File: config.mk
export PLATFORM = sky130hd
export DESIGN_NAME = sfla_ctrl
export DESIGN_NICKNAME = d
export VERILOG_FILES = /design/src/sfla_pkg.sv /design/src/sfla_ctrl.sv
export SDC_FILE = /design/constraint.sdc
export NUM_CORES = 1
export LEC_CHECK = 0
export BUFFER_PORTS_ARGS = -buffer_cell sky130_fd_sc_hd__buf_2
export CAP_MARGIN = 20
export CORE_UTILIZATION = 40
export CTS_BUF_LIST = sky130_fd_sc_hd__clkbuf_4
export CTS_CLUSTER_DIAMETER = 100
export CTS_CLUSTER_SIZE = 14
export DETAILED_ROUTE_END_ITERATION = 6
export SLEW_MARGIN = 20
export SYNTH_ARGS = -nofsm -noshare
export SYNTH_HDL_FRONTEND = slang
export SYNTH_SLANG_ARGS = --single-unit
File: constraint.sdc
create_clock -name clk -period 5.59 [get_ports clk]
set_input_delay 0.2795 -clock clk [delete_from_list [all_inputs] [get_ports clk]]
set_output_delay 0.2795 -clock clk [all_outputs]
set_load 0.005 [all_outputs]
File: src/sfla_pkg.sv
// Package: shared types, geometry constants and the size-class function for the allocator.
package sfla_pkg;

  localparam int HEADER_BYTES   = 16;
  localparam int MEM_BYTES      = 65536;
  localparam int MIN_CLASS_LOG2 = 4;
  localparam int MAX_CLASS_LOG2 = 12;

  localparam int TOTAL_UNITS = MEM_BYTES / HEADER_BYTES;
  localparam int NUM_CLASSES = MAX_CLASS_LOG2 - MIN_CLASS_LOG2 + 1;
  localparam int UNIT_W      = $clog2(TOTAL_UNITS);
  localparam int BUMP_W      = UNIT_W + 1;
  localparam int CLASS_W     = $clog2(NUM_CLASSES);
  localparam int SIZE_W      = 13;
  localparam int ADDR_W      = 16;
  localparam int OFFS_W      = $clog2(HEADER_BYTES);

  localparam logic [BUMP_W-1:0] TOTAL_UNITS_B = BUMP_W'(TOTAL_UNITS);
  localparam logic [SIZE_W-1:0] MAX_REQ_BYTES = SIZE_W'(1 << MAX_CLASS_LOG2);

  typedef logic [UNIT_W-1:0]  unit_t;
  typedef logic [CLASS_W-1:0] class_t;

  typedef enum logic {
    ST_IDLE,
    ST_EXEC
  } sfla_state_t;

  // Heap memory requests from the controller.
  typedef struct packed {
    logic   rd_en;
    unit_t  rd_addr;
    logic   cls_we;
    unit_t  cls_waddr;
    class_t cls_wdata;
    logic   lnk_we;
    unit_t  lnk_waddr;
    unit_t  lnk_wdata;
  } mem_req_t;

  typedef struct packed {
    class_t cls;
    unit_t  lnk;
  } mem_rsp_t;

  // Class index for a request size: ceil(log2(size)) minus MIN_CLASS_LOG2, clamped to the minimum class.
  function automatic logic [CLASS_W:0] size_class(input logic [SIZE_W-1:0] size);
    logic [SIZE_W-1:0] v;
    logic [3:0]        lg;
    v  = size - SIZE_W'(1);
    lg = '0;
    for (int i = 0; i < SIZE_W; i++) begin
      if (v[i]) lg = 4'(i + 1);
    end
    if (lg < 4'(MIN_CLASS_LOG2)) lg = 4'(MIN_CLASS_LOG2);
    return (CLASS_W + 1)'(lg - 4'(MIN_CLASS_LOG2));
  endfunction

  // Payload byte address of the block whose header sits at unit u.
  function automatic logic [ADDR_W-1:0] payload_addr(input unit_t u);
    unit_t nx;
    nx = u + UNIT_W'(1);
    return ADDR_W'({nx, {OFFS_W{1'b0}}});
  endfunction

endpackage

File: src/sfla_ctrl.sv
// Controller: request decode, class list registers, bump pointer and result register.
module sfla_ctrl (
  input  logic                         clk,
  input  logic                         rst_n,
  input  logic                         start,
  output logic                         busy,
  input  logic                         in_mode,
  input  logic [sfla_pkg::SIZE_W-1:0]  in_request_bytes,
  input  logic [sfla_pkg::ADDR_W-1:0]  in_free_address,
  output logic                         out_valid,
  output logic [sfla_pkg::ADDR_W-1:0]  out_block_address,
  output logic                         out_granted,
  output sfla_pkg::mem_req_t           mem_req,
  input  sfla_pkg::mem_rsp_t           mem_rsp
);
  import sfla_pkg::*;

  sfla_state_t state_r, state_nxt;

  unit_t                 head_r [NUM_CLASSES];
  unit_t                 tail_r [NUM_CLASSES];
  logic [NUM_CLASSES-1:0] nonempty_r;
  logic [BUMP_W-1:0]     bump_r;

  logic              mode_r;
  class_t            idx_r;
  logic              size_ok_r;
  logic              fvalid_r;
  unit_t             funit_r;
  logic [ADDR_W-1:0] faddr_r;

  logic              out_valid_r;
  logic [ADDR_W-1:0] out_addr_r, out_addr_nxt;
  logic              out_granted_r, out_granted_nxt;

  logic              acc;
  logic [CLASS_W:0]  idx_raw;
  class_t            idx_in;
  logic              size_ok_in;
  logic [UNIT_W-1:0] pay_in;
  unit_t             funit_in;
  logic              fvalid_in;

  logic              do_pop, do_carve, do_append, room;
  logic [BUMP_W-1:0] need;

  assign acc = start && (state_r == ST_IDLE);

  // Accept-side decode
  always_comb begin
    idx_raw    = size_class(in_request_bytes);
    size_ok_in = (in_request_bytes != '0) && (in_request_bytes <= MAX_REQ_BYTES);
    idx_in     = (size_ok_in && (idx_raw < (CLASS_W + 1)'(NUM_CLASSES))) ?
                 idx_raw[CLASS_W-1:0] : '0;
    pay_in     = in_free_address[ADDR_W-1:OFFS_W];
    funit_in   = pay_in - UNIT_W'(1);
    fvalid_in  = (pay_in != '0) && ({1'b0, funit_in} < bump_r);
  end

  // Next state
  always_comb begin
    state_nxt = state_r;
    unique case (state_r)
      ST_IDLE: if (start) state_nxt = ST_EXEC;
      ST_EXEC: state_nxt = ST_IDLE;
      default: state_nxt = ST_IDLE;
    endcase
  end

  // Execute-side decisions
  always_comb begin
    do_pop    = !mode_r && size_ok_r && nonempty_r[idx_r];
    need      = BUMP_W'(1) + (BUMP_W'(1) << idx_r);
    room      = (bump_r < TOTAL_UNITS_B) && (need <= (TOTAL_UNITS_B - bump_r));
    do_carve  = !mode_r && size_ok_r && !do_pop && room;
    do_append = mode_r && fvalid_r && (mem_rsp.cls < CLASS_W'(NUM_CLASSES));
  end

  // Outputs of the state machine
  always_comb begin
    busy            = 1'b0;
    mem_req         = '0;
    out_addr_nxt    = '0;
    out_granted_nxt = 1'b0;
    unique case (state_r)
      ST_IDLE: begin
        mem_req.rd_en   = acc;
        mem_req.rd_addr = in_mode ? funit_in : head_r[idx_in];
      end
      ST_EXEC: begin
        busy              = 1'b1;
        mem_req.cls_we    = do_carve;
        mem_req.cls_waddr = bump_r[UNIT_W-1:0];
        mem_req.cls_wdata = idx_r;
        mem_req.lnk_we    = do_append && nonempty_r[mem_rsp.cls];
        mem_req.lnk_waddr = tail_r[mem_rsp.cls];
        mem_req.lnk_wdata = funit_r;
        out_granted_nxt   = mode_r || do_pop || do_carve;
        if (mode_r)        out_addr_nxt = faddr_r;
        else if (do_pop)   out_addr_nxt = payload_addr(head_r[idx_r]);
        else if (do_carve) out_addr_nxt = payload_addr(bump_r[UNIT_W-1:0]);
      end
      default: ;
    endcase
  end

  always_ff @(posedge clk) begin
    if (!rst_n) begin
      state_r     <= ST_IDLE;
      nonempty_r  <= '0;
      bump_r      <= '0;
      out_valid_r <= 1'b0;
    end else begin
      state_r     <= state_nxt;
      out_valid_r <= (state_r == ST_EXEC);
      if (state_r == ST_EXEC) begin
        if (do_pop && (head_r[idx_r] == tail_r[idx_r])) nonempty_r[idx_r] <= 1'b0;
        if (do_append) nonempty_r[mem_rsp.cls] <= 1'b1;
        if (do_carve)  bump_r <= bump_r + need;
      end
    end
  end

  // List pointers and per-item registers, no reset needed
  always_ff @(posedge clk) begin
    if (acc) begin
      mode_r    <= in_mode;
      idx_r     <= idx_in;
      size_ok_r <= size_ok_in;
      fvalid_r  <= fvalid_in;
      funit_r   <= funit_in;
      faddr_r   <= in_free_address;
    end
    if (state_r == ST_EXEC) begin
      out_addr_r    <= out_addr_nxt;
      out_granted_r <= out_granted_nxt;
      if (do_pop && (head_r[idx_r] != tail_r[idx_r])) head_r[idx_r] <= mem_rsp.lnk;
      if (do_append) begin
        if (!nonempty_r[mem_rsp.cls]) head_r[mem_rsp.cls] <= funit_r;
        tail_r[mem_rsp.cls] <= funit_r;
      end
    end
  end

  assign out_valid         = out_valid_r;
  assign out_block_address = out_addr_r;
  assign out_granted       = out_granted_r;

endmodule

Word level (Yosys, flattened, before mapping)
Memories as Yosys holds them, arrays and structs flattened. A register that Yosys moved wholly into a read port is not among the register bits.
Cells that the tools add are included.

storage, ports and cells
  register bits after elaboration = 76
  output and inout bits = 74
  ROM bits = 0
  memories = 2
  word-level logic and storage cells = 115
  bits in latches = 0
  memory bits (writable) = 216

operators by class
  bitwise operators = 4
  div/mod/pow operators = 0
  magnitude comparators = 11
  reduce and logical (&&, ||, !) cells = 24
  eq/ne operators = 2
  muxes and demuxes = 51
  multiply operators = 0
  shift-type cells = 1
  add/subtract/negate cells = 8

memories
  memory  words  width  rd ports  clocked after Yosys merged registers in  wr ports  RTL line         source
  head_r  9      12     2         1                                        1         sfla_ctrl.sv:20  unit_t head_r [NUM_CLASSES];
  tail_r  9      12     2         1                                        1         sfla_ctrl.sv:21  unit_t tail_r [NUM_CLASSES];

operators by type and width
  kind                    count
  $mux 4                  15
  $mux 16                 3
  $mux 42                 1
  $mux 9                  4
  $add 12x1->12 const B   2
  $mux 12                 2
  $mux 1                  18
  $logic_and 1x1->1       16
  $add 13x13->13          1
  $add 2x13->13 const A   1
  $le 13x13->1            1
  $le 13x13->1 const B    1
  $lt 12x13->1            1
  $lt 13x13->1 const B    1
  $mux 13                 1
  $reduce_bool 13->1      1
  $shl 1x4->13 const A    1
  $sub 13x1->13 const B   1
  $sub 13x13->13 const A  1
  $eq 12x12->1            1
  $ne 12x12->1            1
  $reduce_bool 12->1      1
  $reduce_or 12->1        1
  $sub 12x1->12 const B   1
  other kinds (17)        24

Logic depth before layout (Yosys ltp)
Gate-level depths: netlist of run 1.
An unclocked memory read counts as a cell.

  depth in word-level cells = 23
  depth in mapped cells = 16
  mapped depth without buffers = 14

Worst setup path before layout of run 1
Ideal clock, no wire load.

  kind = reg2reg
  from = register idx_r[2]
  to = register bump_r[12]
  slack = 1.606 ns
  stages on the path, launching flop included = 16
  arrival time = 3.913 ns
  library setup time = 0.072 ns
  clock period less this slack = 3.984 ns
  path through = edfxtp_1 clkbuf_1 or2_2 clkbuf_1 or3_1 inv_1 ha_1 fa_1 a21o_1 a21o_1 a2111oi_0 nor3_1 o31ai_1 xor2_1 or3_1 a21oi_1

on the way
  longest elaborated chain between the ends = 7
  elaborated cells on any way between the ends = 12

ends and longest elaborated chain
  item                                                   RTL line          source
  start, declared                                        sfla_ctrl.sv:26   class_t idx_r;
  start signal, assigned                                 sfla_ctrl.sv:128  idx_r <= idx_in;
  branches (longest 7 deep; another with $add 2x13->13)  -
  end signal, assigned                                   sfla_ctrl.sv:119  if (do_carve) bump_r <= bump_r + need;
  end, declared                                          sfla_ctrl.sv:23   logic [BUMP_W-1:0] bump_r;

Parallel ways; which one is timed is not known. The select of a mux whose other input is x is not followed.
A chain may end at the register's enable or synchronous reset.

==> results of run 1 <==
## power by group
| group | switching [mW] | internal, mW |
|---|---|---|
| sequential | 0.0628 | 2.45 |
| clock | 0.719 | 0.356 |
| combinational | 0.395 | 0.285 |
| total | 1.18 | 3.09 |
## through the flow
step / setup slack (ns) / hold slack (ns) / power (mW) / util / area [sq um]
2_1_floorplan: 1.61 / 0.378 / 2.98 / - / 16300
3_3_place_gp: 1.42 / 0.457 / 3.22 / 0.439 / 17500
3_5_place_dp: 1.37 / 0.461 / 3.22 / 0.439 / 17500
4_1_cts: 0.872 / 0.00168 / 4.29 / 0.455 / 18200
5_1_grt: 0.624 / 0.00354 / 4.41 / 0.455 / 18200
6_report: 0.904 / 0.0450 / 4.27 / 0.455 / 18200
## layer usage
layer / track usage / vias up / part of all wire
met3: 0.0415 / 78 / 0.095
met1: 0.321 / 5644 / 0.41
met2: 0.365 / 509 / 0.46
met4: 0.0685 / 0 / 0.029
met5: 0 / - / 0
li1: - / 5147 / -
## how the worst max path moves through the flow
stage | slack [ns] | endpoint | start
floorplan | 1.61 | bump_r[12] | idx_r[2]
global placement | 1.42 | bump_r[12] | idx_r[2]
detailed placement | 1.37 | bump_r[12] | idx_r[2]
CTS | 0.87 | mem_req[41] | idx_r[2]
global route | 0.62 | mem_req[41] | bump_r[2]
finish | 0.90 | mem_req[41] | idx_r[2]
## cell usage in the layout (no fill, tap or decap), types with 30 or more instances in the layout
master           n
and2_1          42
xnor2_1         46
buf_4           36
mux4_2          76
edfxtp_1       268
a21oi_1         43
dlygate4sd3_1   30
inv_1           38
clkbuf_4        44
buf_2          122
ha_1            43
mux2i_1         63
nand2_1         70
nor2_1         117
## flip-flops by register name (all words and copies together), names as in the netlist, 4 cells and up, named ones only
register / count
faddr_r: 16
bump_r: 13
out_block_address: 16
tail_r: 108
funit_r: 12
idx_r: 4
nonempty_r: 9
head_r: 108
## kinds of logic (layout without fill, tap and decap cells)
logic type               count (synthesis)  after routing  share of synthesized area
AO/OA/AOI/OAI                          206            206                     0.0966
XOR/XNOR                                66             66                     0.0355
adder cells (fa/ha/maj)                 44             44                     0.0343
buffers and inverters                  113            276                     0.0316
flip-flops                             296            296                      0.529
multiplexers                           154            154                      0.154
other                                    0              2                          0
AND/OR/NAND/NOR                        377            377                      0.118
## area by class of cell
class	instances	area (sq um)
timing repair buffer	189	1200
fill	3659	21800
sequential	296	8610
clock buffer	44	330
antenna	2	5.00
multi-input combinational	847	7180
clock inverter	2	20.0
inverter	41	154
tap	525	657
==> summary.txt, run 1 <==
Job
  • Max Cap Viol: 0

Critical path
  • R2R cell count: 13
  • Critical Path AT: 4.41 ns
  • Crit path largest cell delay: 0.58 ns
  • Critical path depth: 14
  • Crit-path max FO: 17
  • Reg-to-reg startpoint: idx_r[2]
  • Worst setup SP type: flip-flop
  • Buf/Inv on CP: 4
  • Flop2flop setup slack: 1.24 ns
  • Reg2Reg Capture Point: bump_r[12]
  • CP Cell Sequence: or2_2 > or3_1 > inv_1 > ha_1 > ha_1 > nor2b_1 > o21a_1 > o21ai_0 > a21oi_1 > o311ai_0 > nand3_1 > buf_4 > inv_1 > buf_2
  • Worst EP required: 5.31 ns
  • WS Path Type: reg2out
  • Top delay family on crit path: simple AND/OR/NAND/NOR gates
  • Slowest CP cell: edfxtp_1
  • Worst setup EP type: output port

Layout
  • Share of layout cells above drive strength 1: 0.235
  • Layout Nets: 1493
  • Syn-to-layout area delta: 11.7%
  • Non-Filler Instances: 1946

Yosys
  • Sequential share of the synthesized area: 0.529
  • Syn Area/Cell: 12.9 sq um
  • Synth Flop Type: edfxtp_1
  • Ys Warns: 0
  • Mapped cell area: 16300 sq um
  • Post-synth top cells: edfxtp_1, nor2_1, mux4_2
  • Post-synthesis cell type count: 84
  • Top-count cell post-synth: edfxtp_1
  • Top cells by area, synth: edfxtp_1, mux4_2, mux2i_1, dfxtp_1, ha_1
  • FF+latch count, synth: 296
  • Post-synth net total: 1349
  • Ys async rst share: 0
  • Yosys top cell area share: 0.495
  • Area leader, netlist: edfxtp_1
  • Post-synth EDFFs: 268
  • Post-Synthesis Cells: 1256

Floorplan
  • Core Box Area: 39900 sq um
  • Initial Util: 0.407
  • DIE AREA: 41500 sq um
  • Chip height: 204 um
  • Row count: 73
  • Top-level I/O count: 123
  • Die width: 204 um

Clock network
  • CTS buffer count: 25
  • CTS resizes: 0
  • Worst-path clk slew: 0.15 ns
  • Skew-Pair Late Insertion Delay: 0.78 ns
  • Setup Buffers After CTS: 0
  • Number of H-tree levels: 1
  • Clk sinks: 296
  • Worst-case clock buffer depth: 3
  • # hold bufs at CTS: 30
  • CTS tree: built
  • Root buf cell: clkbuf_4

Placement
  • DP Wirelength: 33.0 mm
  • PortBufs: 122
  • Routability cong.: 0.925
  • DP Cell Count: 1868

Detailed routing
  • Initial DRC Count: 990
  • Post-route ant nets: 0
  • Vias per cell: 5.85
  • DRT Wirelength: 47.7 mm
  • DRC violations left: 0
  • Routed length per instance: 24.5 um
  • Vias: 11400
  • Initial DRT Pass Iterations: 6

Pwr
  • Peak supply drop: 157 uV
  • LEAKAGE: 6.70 nW
  • PD cells: 235 nW/um^2

Run status
  • Status: finished clean

STA
  • Final setup viols: 0
  • Final Hold Fails: 0
  • Max Freq: 213 MHz
  • Worst-Margin Slew: 1.15 ns
  • Slew Limit Fails: 0
  • Final worst path period share: 0.838
  • Worst slew margin: 0.233
  • Crit path time final: 4.69 ns
  • Clock skew: 0.0686 ns
  • Fin Setup TNS: 0 ns
  • RSZ-0062 raised after global routing: no

Global routing
  • Global Route Usage Sum: 0.230
  • Largest net degree at the start of global routing: 41
  • Initial antenna violation count: 3
  • First-pass GRT wire length: 70.2 mm
  • Vias in the first global route: 10900
  • Grt ovf: 0

Min path
  • Min-Delay Path Class: in2reg
  • Hold Path Depth: 2
  • Hold wc startpoint: mem_rsp[5]
  • Hold Path Sink: head_r[1][5]
Note: power is estimated with default switching activity, not from simulation.
==> run 2, diff against run 1 <==
==> constraint.sdc (replaced) <==
create_clock -name clk -period 4.42 [get_ports clk]
set_input_delay 0.221 -clock clk [delete_from_list [all_inputs] [get_ports clk]]
set_output_delay 0.221 -clock clk [all_outputs]
set_load 0.005 [all_outputs]
==> summary.txt, run 2 (synthesized netlist as in run 1, its figures left out) <==
Critical path
  • WS Path Type: reg2out
  • Crit-path max FO: 12 (-5)
  • CP Cell Sequence: nor4_4 > nand2_1 > nor2_2 > nand2_1 > or4_1 > xnor2_1 > ha_1 > nand2_1 > nor4_4 > o21ai_0 > a211oi_2 > nand3_2 > buf_6 > inv_1 > buf_2
  • Worst setup EP type: output port
  • Worst Setup EP: mem_req[41]
  • Reg-to-reg startpoint: idx_r[3]
  • R2R cell count: 13 (unchanged)
  • Reg2Reg Capture Point: bump_r[12]
  • Worst EP required: 4.20 ns (-1.11 ns)
  • Most used cell, CP: nand2_1
  • Slowest CP cell: or4_1
  • CP startpoint: bump_r[2]
  • Crit path largest cell delay: 0.43 ns (-0.15 ns)
  • Critical Path AT: 4.00 ns (-0.41 ns)
  • Worst setup SP type: flip-flop
  • Flop2flop setup slack: 0.40 ns (-0.84 ns)

Pwr
  • Switch Pwr: 1.50 mW (+28%)
  • LEAKAGE: 6.90 nW (+3.0%)
  • Sw Share: 0.277 (+0.00129)
  • PD cells: 292 nW/um^2 (+24%)
  • Seq pwr share: 0.581 (-0.008)
  • Clock Power Share: 0.248 (-0.004)
  • Peak supply drop: 174 uV (+10%)
  • Comb power frac: 0.171 (+0.012)
  • Int Power: 3.93 mW (+27%)

Detailed routing
  • Initial DRT Pass Iterations: 5 (-1)
  • DRC violations left: 0 (unchanged)
  • Initial DRC Count: 1010 (+2.0%)
  • Vias: 11600 (+1.9%)
  • Post-route ant nets: 0 (unchanged)
  • DRT Wirelength: 48.2 mm (+1.2%)
  • Vias per cell: 5.87 (+0.36%)
  • Routed length per instance: 24.4 um (-0.36%)

Placement
  • DP Wirelength: 33.8 mm (+2.2%)
  • Routability cong.: 0.933 (+0.88%)
  • DP Cell Count: 1890 (+1.2%)
  • PortBufs: 122 (unchanged)

Floorplan
  • Die width: 204 um (unchanged)
  • Chip height: 204 um (unchanged)
  • Core Box Area: 39900 sq um (unchanged)
  • Row count: 73 (unchanged)
  • DIE AREA: 41500 sq um (unchanged)
  • Top-level I/O count: 123 (unchanged)
  • Initial Util: 0.407 (unchanged)

Clock network
  • Worst-case clock buffer depth: 3 (unchanged)
  • Skew-Pair Late Insertion Delay: 0.75 ns (-0.03 ns)
  • Root buf cell: clkbuf_4
  • CTS buffer count: 25 (unchanged)
  • Worst-path clk slew: 0.17 ns (+0.02 ns)
  • Number of H-tree levels: 1 (unchanged)
  • CTS tree: built
  • Clk sinks: 296 (unchanged)

STA
  • Final Hold Fails: 0 (unchanged)
  • Crit path time final: 4.23 ns
  • Worst-Margin Slew: 0.913 ns (-0.238 ns)
  • Slew Limit Fails: 0 (unchanged)
  • Clock skew: 0.0461 ns (-0.0224 ns)
  • Max Freq: 237 MHz
  • Final setup viols: 0 (unchanged)
  • Final worst path period share: 0.956
  • Worst slew margin: 0.375 (+0.143)

Layout
  • Commonest non-fill, non-tap cell in the layout: edfxtp_1
  • Largest registers: head_r x108, tail_r x108
  • Commonest cells after routing, fill and taps aside: edfxtp_1, buf_2, nor2_1, mux4_2, nand2_1
  • Share of layout cells above drive strength 1: 0.254 (+0.0186)
  • Fillers: 3547 (-3.1%)
  • Syn-to-layout area delta: 14.3%
  • Non-Filler Instances: 1976 (+1.5%)
  • Final Util: 0.466 (+0.0108)
  • Layout Nets: 1523 (+2.0%)

Min path
  • Min-Delay Path Class: in2reg

Run status
  • Status: finished clean

Global routing
  • Global Route Usage Sum: 0.232 (+0.00204)
  • First-pass GRT wire length: 71.2 mm (+1.4%)
  • Initial antenna violation count: 3 (unchanged)
  • Largest net degree at the start of global routing: 38 (-7.3%)
  • Vias in the first global route: 11100 (+2.0%)
  • Grt ovf: 0 (unchanged)

Job
  • Max Cap Viol: 0 (unchanged)
==> run 2: layer usage <==
layer | wire length [um] | up-vias | global-route usage | part of all wire
li1 | - | 5215 | - | -
met1 | 20600 | 5786 | 0.333 | 0.43
met2 | 22200 | 502 | 0.363 | 0.46
met3 | 3950 | 92 | 0.0289 | 0.082
met4 | 1500 | 0 | 0.0763 | 0.031
met5 | 0 | - | 0 | 0
==> run 2: cell type report <==
cell class | instances | area (sq um) | area share
multi-input cells | 847 | 7240 | 0.390
diodes | 2 | 5.00 | 0.000269
well taps | 525 | 657 | 0.0353
clock buffers | 43 | 323 | 0.0174
repair buffers | 219 | 1580 | 0.0849
inverters | 41 | 154 | 0.00828
clock inverters | 3 | 17.5 | 0.000942
flip-flops and latches | 296 | 8610 | 0.463
==> run 2: what timing repair did <==
item                       CTS  global route
buffers inserted             1             3
setup endpoints to repair    1             1
gates resized for setup      5             8
hold endpoints to repair   150             0
cloned                       0             0
pin swaps                    1             3
hold buffers                34             0
==> run 2: worst max-delay path, delay by kind of cell (launching register included) <==
| kind | cells | cell delay [ns] |
|---|---|---|
| simple gates | 8 | 1.69 |
| flops | 1 | 0.38 |
| xor+xnor | 1 | 0.14 |
| buf+inv | 3 | 0.36 |
| fa+ha+maj | 1 | 0.28 |
| compound gates | 2 | 0.41 |
==> run 2: worst min path at each step <==
| stage | startpoint | endpoint | slack (ns) | cells past startpoint |
|---|---|---|---|---|
| after floorplan | in_free_address[0] | faddr_r[0] | 0.32 | 0 |
| after global placement | in_free_address[2] | faddr_r[2] | 0.40 | 1 |
| after detailed placement | in_free_address[3] | faddr_r[3] | 0.40 | 1 |
| after CTS | in_free_address[2] | faddr_r[2] | 0.13 | 2 |
| after global routing | in_free_address[2] | faddr_r[2] | 0.16 | 2 |
| final | in_free_address[3] | faddr_r[3] | 0.18 | 2 |
==> run 2: power by group through the flow <==
stage	Sequential, mW	Clock [mW]	Combinational, mW
final	3.15	1.35	0.929
after global routing	3.16	1.47	0.996
after floorplan	3.18	0	0.580
after CTS	3.16	1.38	0.914
after global placement	3.22	0	0.879
after detailed placement	3.22	0	0.886
==> run 2: through the flow <==
step	total power [mW]	TNS, ns	cell area (sq um)	worst slack [ns]	hold slack [ns]
floorplan	3.76	0	16300	0.436	0.320
global placement	4.10	0	17800	0.386	0.399
detailed placement	4.10	0	17800	0.340	0.400
CTS	5.45	0	18500	0.0124	0.131
global route	5.63	-0.0450	18600	-0.0450	0.156
finish	5.43	0	18600	0.195	0.183
